## src/hw/rtl/lsw_pkg.sv

```systemverilog
// Shared types, constants and helpers for the link sequence and window timer block.
`default_nettype none

package lsw_pkg;

    // Sequence numbers wrap from SEQ_MAX back to zero
    localparam int SEQ_MAX    = 32767;
    localparam int SEQ_BITS   = 15;
    localparam int TIMER_BITS = 16;
    localparam int CFG_BITS   = 16;

    localparam logic [SEQ_BITS-1:0] CNT_MAX = {SEQ_BITS{1'b1}};
    localparam logic [SEQ_BITS-1:0] SEQ_TOP = SEQ_BITS'(SEQ_MAX);

    typedef logic [SEQ_BITS-1:0]   seq_t;
    typedef logic [TIMER_BITS-1:0] tmr_t;

    typedef enum logic [1:0] {
        MODE_TICK      = 2'd0,
        MODE_SENT      = 2'd1,
        MODE_RECEIVED  = 2'd2,
        MODE_LINK_DOWN = 2'd3
    } mode_t;

    typedef enum logic [1:0] {
        KIND_I = 2'd0,
        KIND_S = 2'd1,
        KIND_U = 2'd2
    } kind_t;

    typedef enum logic [1:0] {
        CFG_ACK_TIMEOUT = 2'd0,
        CFG_SACK_DELAY  = 2'd1,
        CFG_IDLE_TEST   = 2'd2,
        CFG_RECV_WINDOW = 2'd3
    } cfg_index_t;

    typedef struct packed {
        logic [15:0] ack_timeout_ticks;
        logic [15:0] sack_delay_ticks;
        logic [15:0] idle_test_ticks;
        seq_t        recv_window_limit;
    } cfg_t;

    typedef struct packed {
        logic [1:0] mode;
        logic [1:0] frame_kind;
        logic       u_needs_confirm;
        seq_t       peer_send_seq;
        seq_t       peer_ack_seq;
    } item_t;

    typedef struct packed {
        logic send_s_request;
        logic send_test_request;
        logic link_failed;
        logic seq_error;
        seq_t close_ack_seq;
        seq_t send_seq;
        seq_t recv_seq;
        seq_t outstanding_k;
        seq_t unacked_w;
        logic ack_timer_active;
    } result_t;

    // Take a timer length in its low TIMER_BITS bits, zero-extending if wider
    function automatic tmr_t timer_len(input logic [15:0] v);
        logic [TIMER_BITS+15:0] ext;
        ext = {{TIMER_BITS{1'b0}}, v};
        return ext[TIMER_BITS-1:0];
    endfunction

    // Advance a sequence number with wrap at SEQ_MAX
    function automatic seq_t seq_next(input seq_t s);
        seq_t n;
        if (s >= SEQ_TOP) begin
            n = '0;
        end else begin
            n = s + seq_t'(1);
        end
        return n;
    endfunction

endpackage

`default_nettype wire

```

## src/hw/rtl/lsw_cfg_regs.sv

```systemverilog
// Configuration register file: timer lengths and receive window limit.
`default_nettype none

module lsw_cfg_regs (
    input  wire logic                       aclk,
    input  wire logic                       aresetn,
    input  wire logic                       cfg_we,
    input  wire logic [1:0]                 cfg_index,
    input  wire logic [lsw_pkg::CFG_BITS-1:0] cfg_data,
    output lsw_pkg::cfg_t                   cfg
);

    lsw_pkg::cfg_t cfg_reg;

    // Load reset defaults, then take writes by index
    always_ff @(posedge aclk) begin
        if (!aresetn) begin
            cfg_reg.ack_timeout_ticks <= 16'd15;
            cfg_reg.sack_delay_ticks  <= 16'd10;
            cfg_reg.idle_test_ticks   <= 16'd20;
            cfg_reg.recv_window_limit <= lsw_pkg::SEQ_BITS'(8);
        end else if (cfg_we) begin
            unique case (lsw_pkg::cfg_index_t'(cfg_index))
                lsw_pkg::CFG_ACK_TIMEOUT: cfg_reg.ack_timeout_ticks <= cfg_data;
                lsw_pkg::CFG_SACK_DELAY:  cfg_reg.sack_delay_ticks  <= cfg_data;
                lsw_pkg::CFG_IDLE_TEST:   cfg_reg.idle_test_ticks   <= cfg_data;
                lsw_pkg::CFG_RECV_WINDOW:
                    cfg_reg.recv_window_limit <= cfg_data[lsw_pkg::SEQ_BITS-1:0];
                default: ;
            endcase
        end
    end

    assign cfg = cfg_reg;

endmodule

`default_nettype wire

```

## src/hw/rtl/lsw_core.sv

```systemverilog
// Link state registers and the single-pass event update logic.
`default_nettype none

module lsw_core (
    input  wire logic            aclk,
    input  wire logic            aresetn,
    input  wire logic            step_en,
    input  wire lsw_pkg::item_t  item,
    input  wire lsw_pkg::cfg_t   cfg,
    output lsw_pkg::result_t     result
);

    lsw_pkg::seq_t send_seq_reg, send_seq_next;
    lsw_pkg::seq_t recv_seq_reg, recv_seq_next;
    lsw_pkg::seq_t k_reg, k_next;
    lsw_pkg::seq_t w_reg, w_next;
    lsw_pkg::tmr_t t1_reg, t1_next;
    lsw_pkg::tmr_t t2_reg, t2_next;
    lsw_pkg::tmr_t t3_reg, t3_next;
    logic [2:0]    run_reg, run_next;

    logic          s_req, t_req, failed, serr;
    lsw_pkg::seq_t close_ack;
    lsw_pkg::seq_t w_inc;
    lsw_pkg::seq_t k_ack;
    logic          t1_exp, t2_exp, t3_exp;

    // Window count after one more received I frame, saturating
    assign w_inc = (w_reg < lsw_pkg::CNT_MAX) ? w_reg + lsw_pkg::seq_t'(1) : w_reg;

    // Outstanding count after an acknowledge; beyond V(S) counts as one
    assign k_ack = (item.peer_ack_seq > send_seq_reg) ? lsw_pkg::seq_t'(1)
                                                      : send_seq_reg - item.peer_ack_seq;

    // Expiry of each running timer on a tick
    assign t1_exp = run_reg[0] && (t1_reg <= lsw_pkg::tmr_t'(1));
    assign t2_exp = run_reg[1] && (t2_reg <= lsw_pkg::tmr_t'(1));
    assign t3_exp = run_reg[2] && (t3_reg <= lsw_pkg::tmr_t'(1));

    // Work out next state and status for the current item
    always_comb begin
        send_seq_next = send_seq_reg;
        recv_seq_next = recv_seq_reg;
        k_next        = k_reg;
        w_next        = w_reg;
        t1_next       = t1_reg;
        t2_next       = t2_reg;
        t3_next       = t3_reg;
        run_next      = run_reg;
        s_req         = 1'b0;
        t_req         = 1'b0;
        failed        = 1'b0;
        serr          = 1'b0;
        close_ack     = '0;

        unique case (lsw_pkg::mode_t'(item.mode))
            lsw_pkg::MODE_TICK: begin
                if (t1_exp) begin
                    failed        = 1'b1;
                    send_seq_next = '0;
                    recv_seq_next = '0;
                    k_next        = '0;
                    w_next        = '0;
                    t1_next       = '0;
                    t2_next       = '0;
                    t3_next       = '0;
                    run_next      = '0;
                end else begin
                    if (run_reg[0]) begin
                        t1_next = t1_reg - lsw_pkg::tmr_t'(1);
                    end
                    if (t2_exp) begin
                        s_req   = 1'b1;
                        t2_next = lsw_pkg::timer_len(cfg.sack_delay_ticks);
                    end else if (run_reg[1]) begin
                        t2_next = t2_reg - lsw_pkg::tmr_t'(1);
                    end
                    if (t3_exp) begin
                        t_req   = 1'b1;
                        t3_next = lsw_pkg::timer_len(cfg.idle_test_ticks);
                    end else if (run_reg[2]) begin
                        t3_next = t3_reg - lsw_pkg::tmr_t'(1);
                    end
                end
            end
            lsw_pkg::MODE_SENT: begin
                case (item.frame_kind)
                    lsw_pkg::KIND_I: begin
                        send_seq_next = lsw_pkg::seq_next(send_seq_reg);
                        k_next = (k_reg < lsw_pkg::CNT_MAX) ? k_reg + lsw_pkg::seq_t'(1)
                                                            : k_reg;
                        w_next = '0;
                        if (!run_reg[0]) begin
                            t1_next     = lsw_pkg::timer_len(cfg.ack_timeout_ticks);
                            run_next[0] = 1'b1;
                        end
                        t3_next     = lsw_pkg::timer_len(cfg.idle_test_ticks);
                        run_next[2] = 1'b1;
                    end
                    lsw_pkg::KIND_S: begin
                        w_next      = '0;
                        run_next[1] = 1'b0;
                        t2_next     = '0;
                        t3_next     = lsw_pkg::timer_len(cfg.idle_test_ticks);
                        run_next[2] = 1'b1;
                    end
                    lsw_pkg::KIND_U: begin
                        if (item.u_needs_confirm && !run_reg[0]) begin
                            t1_next     = lsw_pkg::timer_len(cfg.ack_timeout_ticks);
                            run_next[0] = 1'b1;
                        end
                        t3_next     = lsw_pkg::timer_len(cfg.idle_test_ticks);
                        run_next[2] = 1'b1;
                    end
                    default: ;
                endcase
            end
            lsw_pkg::MODE_RECEIVED: begin
                case (item.frame_kind)
                    lsw_pkg::KIND_I: begin
                        if (item.peer_send_seq != recv_seq_reg) begin
                            // Out of sequence: report V(R) for the closing S frame
                            serr          = 1'b1;
                            close_ack     = recv_seq_reg;
                            send_seq_next = '0;
                            recv_seq_next = '0;
                            k_next        = '0;
                            w_next        = '0;
                            t1_next       = '0;
                            t2_next       = '0;
                            t3_next       = '0;
                            run_next      = '0;
                        end else begin
                            recv_seq_next = lsw_pkg::seq_next(recv_seq_reg);
                            w_next        = w_inc;
                            k_next        = k_ack;
                            s_req         = (w_inc >= cfg.recv_window_limit);
                            run_next[0]   = 1'b0;
                            t1_next       = '0;
                            t2_next       = lsw_pkg::timer_len(cfg.sack_delay_ticks);
                            run_next[1]   = 1'b1;
                            t3_next       = lsw_pkg::timer_len(cfg.idle_test_ticks);
                            run_next[2]   = 1'b1;
                        end
                    end
                    lsw_pkg::KIND_S: begin
                        k_next      = k_ack;
                        t3_next     = lsw_pkg::timer_len(cfg.idle_test_ticks);
                        run_next[2] = 1'b1;
                    end
                    lsw_pkg::KIND_U: begin
                        run_next[0] = 1'b0;
                        t1_next     = '0;
                        t3_next     = lsw_pkg::timer_len(cfg.idle_test_ticks);
                        run_next[2] = 1'b1;
                    end
                    default: ;
                endcase
            end
            lsw_pkg::MODE_LINK_DOWN: begin
                send_seq_next = '0;
                recv_seq_next = '0;
                k_next        = '0;
                w_next        = '0;
                t1_next       = '0;
                t2_next       = '0;
                t3_next       = '0;
                run_next      = '0;
            end
            default: ;
        endcase
    end

    // Commit the state when an item is taken
    always_ff @(posedge aclk) begin
        if (!aresetn) begin
            send_seq_reg <= '0;
            recv_seq_reg <= '0;
            k_reg        <= '0;
            w_reg        <= '0;
            t1_reg       <= '0;
            t2_reg       <= '0;
            t3_reg       <= '0;
            run_reg      <= '0;
        end else if (step_en) begin
            send_seq_reg <= send_seq_next;
            recv_seq_reg <= recv_seq_next;
            k_reg        <= k_next;
            w_reg        <= w_next;
            t1_reg       <= t1_next;
            t2_reg       <= t2_next;
            t3_reg       <= t3_next;
            run_reg      <= run_next;
        end
    end

    // Status reflects the state after this item
    assign result.send_s_request    = s_req;
    assign result.send_test_request = t_req;
    assign result.link_failed       = failed;
    assign result.seq_error         = serr;
    assign result.close_ack_seq     = close_ack;
    assign result.send_seq          = send_seq_next;
    assign result.recv_seq          = recv_seq_next;
    assign result.outstanding_k     = k_next;
    assign result.unacked_w         = w_next;
    assign result.ack_timer_active  = run_next[0];

    // A stopped t1 or t2 always holds a zero count
    a_t1_stopped_zero: assert property (@(posedge aclk) disable iff (!aresetn)
        !run_reg[0] |-> (t1_reg == '0))
        else $error("t1 stopped with nonzero count");

    a_t2_stopped_zero: assert property (@(posedge aclk) disable iff (!aresetn)
        !run_reg[1] |-> (t2_reg == '0))
        else $error("t2 stopped with nonzero count");

    // Link down clears the whole link state
    a_link_down_clears: assert property (@(posedge aclk) disable iff (!aresetn)
        (step_en && item.mode == lsw_pkg::MODE_LINK_DOWN) |=>
        (send_seq_reg == '0 && recv_seq_reg == '0 && k_reg == '0 && w_reg == '0 &&
         run_reg == '0))
        else $error("link down left state behind");

    // A tick never starts t1
    a_tick_no_t1_start: assert property (@(posedge aclk) disable iff (!aresetn)
        (step_en && item.mode == lsw_pkg::MODE_TICK && !run_reg[0]) |=> !run_reg[0])
        else $error("t1 started on a tick");

    // A sequence error leaves V(R) cleared
    a_seq_error_reset: assert property (@(posedge aclk) disable iff (!aresetn)
        (step_en && result.seq_error) |=> (recv_seq_reg == '0 && run_reg == '0))
        else $error("sequence error did not reset the link");

endmodule

`default_nettype wire

```

## src/hw/rtl/telecontrol_link_sequence_window_timers.sv

```systemverilog
// Top level: input register, link control core, result register and config port.
//
//  channel  | direction | handshake        | payload
//  s_       | in        | s_valid/s_ready  | mode, frame_kind, u_needs_confirm, N(S), N(R)
//  m_       | out       | m_valid/m_ready  | requests, errors, V(S), V(R), k, w, t1 active
//  cfg_     | in        | cfg_we           | cfg_index, cfg_data (16 bits)
//
// One item per cycle sustained while m_ready is high; each item goes through the input
// register and then the result register between acceptance and its result.
// The link state updates in a single pass from the input register.
// aresetn (synchronous) clears the link state, timers and config to defaults.
// A stall on m_ready holds the result; the input register refills as soon as
// the result register frees up.
`default_nettype none

module telecontrol_link_sequence_window_timers (
    input  wire logic                         aclk,
    input  wire logic                         aresetn,
    // config
    input  wire logic                         cfg_we,
    input  wire logic [1:0]                   cfg_index,
    input  wire logic [lsw_pkg::CFG_BITS-1:0] cfg_data,
    // event items
    input  wire logic                         s_valid,
    output      logic                         s_ready,
    input  wire logic [1:0]                   s_mode,
    input  wire logic [1:0]                   s_frame_kind,
    input  wire logic                         s_u_needs_confirm,
    input  wire logic [lsw_pkg::SEQ_BITS-1:0] s_peer_send_seq,
    input  wire logic [lsw_pkg::SEQ_BITS-1:0] s_peer_ack_seq,
    // status items
    output      logic                         m_valid,
    input  wire logic                         m_ready,
    output      logic                         m_send_s_request,
    output      logic                         m_send_test_request,
    output      logic                         m_link_failed,
    output      logic                         m_seq_error,
    output      logic [lsw_pkg::SEQ_BITS-1:0] m_close_ack_seq,
    output      logic [lsw_pkg::SEQ_BITS-1:0] m_send_seq,
    output      logic [lsw_pkg::SEQ_BITS-1:0] m_recv_seq,
    output      logic [lsw_pkg::SEQ_BITS-1:0] m_outstanding_k,
    output      logic [lsw_pkg::SEQ_BITS-1:0] m_unacked_w,
    output      logic                         m_ack_timer_active
);

    lsw_pkg::cfg_t    cfg;
    lsw_pkg::item_t   in_item_reg;
    logic             in_valid_reg;
    lsw_pkg::result_t core_result;
    lsw_pkg::result_t out_result_reg;
    logic             out_valid_reg;
    logic             advance;

    lsw_cfg_regs u_cfg (
        .aclk      (aclk),
        .aresetn   (aresetn),
        .cfg_we    (cfg_we),
        .cfg_index (cfg_index),
        .cfg_data  (cfg_data),
        .cfg       (cfg)
    );

    // Move the held item into the result register when it has room
    assign advance = in_valid_reg && (!out_valid_reg || m_ready);
    assign s_ready = !in_valid_reg || advance;

    // Hold the incoming item
    always_ff @(posedge aclk) begin
        if (!aresetn) begin
            in_valid_reg <= 1'b0;
        end else if (s_valid && s_ready) begin
            in_valid_reg <= 1'b1;
        end else if (advance) begin
            in_valid_reg <= 1'b0;
        end
    end

    always_ff @(posedge aclk) begin
        if (s_valid && s_ready) begin
            in_item_reg.mode            <= s_mode;
            in_item_reg.frame_kind      <= s_frame_kind;
            in_item_reg.u_needs_confirm <= s_u_needs_confirm;
            in_item_reg.peer_send_seq   <= s_peer_send_seq;
            in_item_reg.peer_ack_seq    <= s_peer_ack_seq;
        end
    end

    lsw_core u_core (
        .aclk    (aclk),
        .aresetn (aresetn),
        .step_en (advance),
        .item    (in_item_reg),
        .cfg     (cfg),
        .result  (core_result)
    );

    // Hold the result until taken
    always_ff @(posedge aclk) begin
        if (!aresetn) begin
            out_valid_reg <= 1'b0;
        end else if (advance) begin
            out_valid_reg <= 1'b1;
        end else if (m_ready) begin
            out_valid_reg <= 1'b0;
        end
    end

    always_ff @(posedge aclk) begin
        if (advance) begin
            out_result_reg <= core_result;
        end
    end

    assign m_valid             = out_valid_reg;
    assign m_send_s_request    = out_result_reg.send_s_request;
    assign m_send_test_request = out_result_reg.send_test_request;
    assign m_link_failed       = out_result_reg.link_failed;
    assign m_seq_error         = out_result_reg.seq_error;
    assign m_close_ack_seq     = out_result_reg.close_ack_seq;
    assign m_send_seq          = out_result_reg.send_seq;
    assign m_recv_seq          = out_result_reg.recv_seq;
    assign m_outstanding_k     = out_result_reg.outstanding_k;
    assign m_unacked_w         = out_result_reg.unacked_w;
    assign m_ack_timer_active  = out_result_reg.ack_timer_active;

endmodule

`default_nettype wire

```

## config.mk

```make
export PLATFORM = sky130hd
export DESIGN_NAME = telecontrol_link_sequence_window_timers
export DESIGN_NICKNAME = d
export VERILOG_FILES = /design/src/hw/rtl/lsw_pkg.sv /design/src/hw/rtl/lsw_cfg_regs.sv /design/src/hw/rtl/lsw_core.sv /design/src/hw/rtl/telecontrol_link_sequence_window_timers.sv
export SDC_FILE = /design/constraint.sdc
export NUM_CORES = 1
export LEC_CHECK = 0
export ABC_AREA = 1
export BUFFER_PORTS_ARGS = -buffer_cell sky130_fd_sc_hd__clkbuf_2
export CORE_MARGIN = 4
export CORE_UTILIZATION = 56
export CTS_CLUSTER_DIAMETER = 60
export DETAILED_ROUTE_END_ITERATION = 6
export PLACE_DENSITY = 0.85
export SYNTH_ARGS = -nofsm -noshare
export SYNTH_HDL_FRONTEND = slang
export SYNTH_SLANG_ARGS = --single-unit
```

## constraint.sdc

```tcl
create_clock -name aclk -period 5.1 [get_ports aclk]
set_input_delay 0.255 -clock aclk [delete_from_list [all_inputs] [get_ports aclk]]
set_output_delay 0.255 -clock aclk [all_outputs]
set_load 0.005 [all_outputs]
```

==> impl_metrics.ini, run 1 <==
[place]
hpwl_um = 30800
port_buffers = 139
dpl.cell_count = 2647
pre_cts_ws_ns = 1.35
routabilityCongestion = 0.953

[floorplan]
pin_count = 140
rows = 61
placeableCoreArea_um2 = 28200
die_h_um = 178
die_w_um = 178
dieArea_um2 = 31700
initial_core_util = 0.574

[routing]
drtIter0Drc = 1534
post-route-drc-count = 0
wire_per_inst_um = 16.2
final_antenna_net_count = 0
drtPass1Iterations = 5
vias_per_cell = 5.65
vias = 15500
wirelength_um = 44400

[min_path]
hp-class = input port to register

[layout]
largest_reg_flops = 63
area_growth_pct = 14.2
diodes = 0
stdcell_count = 2745
fillers = 2370
layout.nets = 2447
drive_gt1_frac = 0.0951

[power_and_ir_drop]
p_comb_frac = 0.166
p_clk_frac = 0.379
p_int_w = 0.00423
leakage_nw = 8.50
ir_worst_vdd_mv = 0.294
switching_share = 0.283
p_seq_frac = 0.455
power_switching_w = 0.00167
power.density_nw_per_um2 = 320

[critical_path]
required_ns = 5.57
crit_arrival_ns = 4.32
cp-end-kind = register
critPathKind = register to register
crit_path_start_kind = register
cp_max_fo = 24

[clocking]
clk_latency_ns = 0.58
cts_root_buf = clkbuf_16
cts_max_level = 1
cts.sinks = 291
path_clk_slew_ns = 0.06
ctsResizeCount = 0
clock_path_buffers = 3
cts_buffers = 31
cts_tree = done

[global_routing]
grt_first_pass_wirelength_um = 72500
grt_max_degree = 107
antenna_found_initial = 0
grt.overflow.total = 0
grt_pass1_vias = 15000
grt_use_total = 0.277

[synth]
yosysUniqueCellTypes = 53
synth_area_leader_cell = dfxtp_1
seq_area_frac_synth = 0.431
synth_top_area_share = 0.218
synth_edf_count = 115
synthFlopType = dfxtp_1
syn_area_um2 = 16200
avgSynthCellArea_um2 = 7.34
yosys_warnings = 0
synth.net_count = 2308
synth_cells = 2205
synth_area_leaders = dfxtp_1, edfxtp_1, nand2_1, inv_1, a21oi_1
synth_seq_cells = 291
async_reset_ff_frac = 0

[timing]
fin_crit_ns = 3.84
hold_viol = 0
tightestPinTransition_ns = 0.960
setup_tns_ns = 0
fin_ws_ns = 1.26
max-slew-margin-rel = 0.358
fmax_mhz = 260
drv_slew = 0
holdWs_ns = 0.0120
finClkSkew_ns = 0.0251
rsz0062_at_grt = false
finalSetupViolations = 0
min_period_over_period = 0.754

[run_status]
outcome = completed

[flow_run]
max_cap_violations = 0
-- per-stage QoR --
stage / instance area, µm² / power, W / utilization
global route: 18500 / 0.00617 / 0.656
finish: 18500 / 0.00590 / 0.656
detailed placement: 17000 / 0.00366 / 0.605
floorplan: 16200 / 0.00339 / -
CTS: 18500 / 0.00591 / 0.656
global placement: 17000 / 0.00363 / 0.605
-- power groups by stage --
stage          logic [W]  clock network, W  registers (W)
5_1_grt          0.00111           0.00236        0.00270
3_3_place_gp    0.000904                 0        0.00272
6_report        0.000983           0.00224        0.00268
4_1_cts         0.000971           0.00226        0.00268
3_5_place_dp    0.000935                 0        0.00273
2_1_floorplan   0.000696                 0        0.00269
-- synthesized netlist by cell type, types with 2 or more instances --
cell type / instances
nand2_1: 466
inv_1: 315
nor2_1: 228
a21oi_1: 192
dfxtp_1: 176
o21ai_0: 176
nand3_1: 154
edfxtp_1: 115
clkbuf_1: 57
nand4_1: 50
xor2_1: 50
ha_1: 44
o211ai_1: 37
nor3_1: 29
xnor2_1: 13
buf_2: 12
buf_4: 8
nand2_2: 7
nand3b_1: 7
a31oi_1: 5
nor2_2: 4
o21ai_1: 4
o31ai_1: 4
buf_1: 3
buf_6: 3
inv_2: 3
nand2_4: 3
nor2_4: 3
nor4_1: 3
o22ai_1: 3
or2_1: 3
clkinv_1: 2
nor3b_1: 2
o2111ai_1: 2
o21ai_2: 2
or2_0: 2
or2_2: 2
-- placed cells by master (no fill, tap or decap), drive strengths merged, types with 115 or more instances in the layout --
| cell type | count |
|---|---|
| nand2 | 476 |
| inv | 321 |
| nor2 | 235 |
| a21oi | 193 |
| clkbuf | 184 |
| o21ai | 183 |
| dfxtp | 176 |
| nand3 | 154 |
| edfxtp | 115 |
-- critical path, cell delays in order (launching register included) --
cell and delay [ns]:
edfxtp_1 0.42, inv_1 0.11, ha_1 0.67, inv_1 0.63, o221ai_1 0.36, nand4_1 0.48, inv_1 0.66, o21ai_0 0.16
a31oi_1 0.23
-- logic make-up after synthesis --
family | after synthesis | share of synthesized area
XOR/XNOR | 63 | 0.0341
flip-flops | 291 | 0.431
AO/OA/AOI/OAI | 434 | 0.145
buffers and inverters | 406 | 0.0987
AND/OR/NAND/NOR | 965 | 0.255
multiplexers | 1 | 0.000619
adder cells (fa/ha/maj) | 45 | 0.0353
-- per-layer routing --
metal / global-route usage / up-vias / routed length (µm)
li1: - / 7537 / -
met1: 0.347 / 7144 / 17700
met2: 0.476 / 701 / 21200
met3: 0.0394 / 134 / 3500
met4: 0.120 / 0 / 1960
met5: 0 / - / 0
-- repair_timing --
item,CTS,global route
endpoints found under the setup margin,0,0
setup buffers,0,0
endpoints found under the hold margin,48,0
hold buffers,42,0
-- final cells by class --
| class | count | area, µm² | share of cell area |
|---|---|---|---|
| flip-flops and latches | 291 | 6980 | 0.378 |
| clock buffers | 45 | 900 | 0.0487 |
| multi-input cells | 1508 | 7600 | 0.412 |
| clock inverters | 11 | 116 | 0.00630 |
| repair buffers | 190 | 1180 | 0.0641 |
| inverters | 322 | 1210 | 0.0658 |
| well taps | 378 | 473 | 0.0256 |
-- final timing paths --
kind / slack (ns) / cells past startpoint / start / to
min reg2reg: 0.46 / 2 / u_cfg.cfg[53] / u_cfg.cfg[53]
max: 1.26 / 8 / in_item_reg[31] / u_core.t1_reg[10]
min: 0.01 / 3 / cfg_data[7] / u_cfg.cfg[38]
max reg2reg: 1.26 / 8 / in_item_reg[31] / u_core.t1_reg[10]
No activity file was read; power rests on OpenSTA's default activity.
==> run 2, diff against run 1 <==
ABC_AREA = 0   (was 1)
CORE_UTILIZATION = 54   (was 56)
PLACE_DENSITY = 0.86   (was 0.85)
clock period = 3.45 ns   (was 5.1 ns; I/O delays follow)
==> run 2 against run 1 <==
Clock power up 70%. Synthesized cell count down 22%. Fmax up 20%. Sequential share of layout area up 1.7 points. Utilization down 0.29 points. Sequential power up 42%. Count of clock-buffer cells in the layout up 1. Critical path type unchanged. Critical endpoint is now m_send_s_request. Largest power group unchanged.
==> impl_metrics.ini, run 2 <==
[synth]
yosys_warnings = 0
yosysMostFrequentCell = nand2_1
synth_cells = 1713
synth_top_cells_by_count = nand2_1, dfxtp_1, a21oi_1
synth_area_leaders = dfxtp_1, edfxtp_1, nand2_1, a21oi_1, o21ai_0
syn_area_um2 = 15000
synth_seq_cells = 291
seq_area_frac_synth = 0.466
synth.net_count = 1816
async_reset_ff_frac = 0
avgSynthCellArea_um2 = 8.74
synth_edf_count = 115
synthFlopType = dfxtp_1
yosysUniqueCellTypes = 90
synth_area_leader_cell = dfxtp_1
synth_top_area_share = 0.235

[layout]
area_growth_pct = 18.2
largest_reg_flops = 63
final_cell_mix = nand2_1, dfxtp_1, a21oi_1, clkbuf_2, nor2_1
layout.nets = 1975
regArea_um2 = 6980
layout_commonest_cell = nand2_1
multiInputGateArea_um2 = 7260
drive_gt1_frac = 0.146
diodes = 0
fillers = 2104

[place]
pre_cts_ws_ns = 0.328
port_buffers = 139
hpwl_um = 28100
routabilityCongestion = 0.957

[routing]
final_antenna_net_count = 0
post-route-drc-count = 0
vias = 14000
drtIter0Drc = 1681
wire_per_inst_um = 18.9
wirelength_um = 42900
vias_per_cell = 6.16
drtPass1Iterations = 7

[floorplan]
rows = 60
pin_count = 140
initial_core_util = 0.552
placeableCoreArea_um2 = 27100
dieArea_um2 = 30500
die_w_um = 175
die_h_um = 175

[global_routing]
antenna_found_initial = 0
grt_max_degree = 64
grt_pass1_vias = 13100
grt_first_pass_wirelength_um = 67900
grt.overflow.total = 0
grt_use_total = 0.268

[timing]
max-slew-margin-rel = 0.334
fin_ws_ns = 0.244
tightestPinTransition_ns = 0.996
setup_tns_ns = 0
finalSetupViolations = 0
fin_crit_ns = 3.21
drv_slew = 0
rsz0062_at_grt = false
finClkSkew_ns = 0.0148
holdWs_ns = 0.0239
hold_viol = 0
fmax_mhz = 312
min_period_over_period = 0.929

[clocking]
cts_root_buf = clkbuf_16
cts_tree = done
clock_path_buffers = 3
cts_setup_buffers = 0
cts_buffers = 34
cts_max_level = 2
path_clk_slew_ns = 0.06
cts.sinks = 291
clk_latency_ns = 0.52

[critical_path]
critPathKind = register to register
crit_path_start_kind = register
cp-end-kind = register
crit_slowest_cell = dfxtp_1
r2r_end = m_send_s_request
crit_start = u_core.w_reg[3]
crit_arrival_ns = 3.47
critPathMaxStageDelay_ns = 0.45
critPathCapture = m_send_s_request
r2r_setup_slack_ns = 0.24
path_cells = and4_1, and4_1, nand3_1, nand4_1, xnor2_1, ha_1, o21ai_0, a31oi_1, o31ai_1, nand4b_1, a31oi_1, o21ai_0
required_ns = 3.71
r2r.worst_path.cells = 12
cp_max_fo = 10
r2r-start = u_core.w_reg[3]

[min_path]
hp-class = input port to register

[flow_run]
max_cap_violations = 0

[power_and_ir_drop]
ir_worst_vdd_mv = 0.433
leakage_nw = 6.88
power.density_nw_per_um2 = 483

[run_status]
outcome = completed
==> run 2: cell count changes after synthesis, moves of 33 or more <==
cell | before | now
a21oi_1 | 192 | 156
o21ai_0 | 176 | 121
nand2_1 | 466 | 264
nand3_1 | 154 | 53
nor2_1 | 228 | 130
inv_1 | 315 | 62
a22oi_1 | 0 | 33
==> run 2: metal layers <==
layer / share of wire / GRT usage
met1: 0.40 / 0.357
met2: 0.48 / 0.447
met3: 0.089 / 0.0405
met4: 0.036 / 0.0956
met5: 0 / 0
==> run 2: stage by stage <==
step,std cells,utilization,cell area (µm²),power [W]
global route,2270,0.653,17700,0.00883
finish,2270,0.653,17700,0.00854
detailed placement,2157,0.589,16000,0.00473
floorplan,1713,-,15000,0.00443
global placement,2157,0.589,16000,0.00470
CTS,2269,0.653,17700,0.00855
==> run 2: where the power goes <==
part	total (W)	switching (W)	internal, W	leakage, nW
sequential	0.00381	0.0000985	0.00371	2.49
clock	0.00380	0.00149	0.00232	0.600
combinational	0.000927	0.000580	0.000347	3.79
total	0.00854	0.00217	0.00638	6.88
==> run 2: logic make-up after synthesis <==
group	count (synthesis)	synth area share
and+or+nand+nor	650	0.203
AOI/OAI and AO/OA	513	0.219
DFF	291	0.466
buffers and inverters	172	0.0493
adders and majority gates	45	0.0381
xor gates and xnor gates	37	0.0216
muxes	5	0.00351
==> run 2: worst min path at each step <==
| stage | endpoint | cells after the start | from | slack (ns) |
|---|---|---|---|---|
| 2_1_floorplan | in_item_reg[0] | 0 | s_peer_ack_seq[0] | 0.27 |
| 3_3_place_gp | in_item_reg[2] | 1 | s_peer_ack_seq[2] | 0.35 |
| 3_5_place_dp | in_item_reg[2] | 1 | s_peer_ack_seq[2] | 0.35 |
| 4_1_cts | u_cfg.cfg[35] | 3 | cfg_data[4] | 0.0002 |
| 5_1_grt | u_cfg.cfg[6] | 3 | cfg_data[6] | 0.02 |
| 6_report | u_cfg.cfg[52] | 3 | cfg_data[5] | 0.02 |
==> run 2: critical path, delay by kind of cell, from the launching register on <==
kind	cells	cell delay, ns
AND/OR/NAND/NOR	5	1.28
flip-flops	1	0.45
XOR/XNOR	1	0.20
AO/OA/AOI/OAI	5	0.71
adder cells (fa/ha/maj)	1	0.31
==> run 2: repair_timing <==
item | CTS | global route
hold endpoints to repair | 78 | 1
resized for setup | 0 | 0
hold buffers | 50 | 1
==> run 2: cell type report <==
| class | count | share of cell area |
|---|---|---|
| clock buffers | 46 | 0.0595 |
| clock inverters | 16 | 0.00919 |
| inverters | 63 | 0.0136 |
| multi-input cells | 1250 | 0.410 |
| flip-flops and latches | 291 | 0.394 |
| well taps | 372 | 0.0263 |
| repair buffers | 232 | 0.0867 |
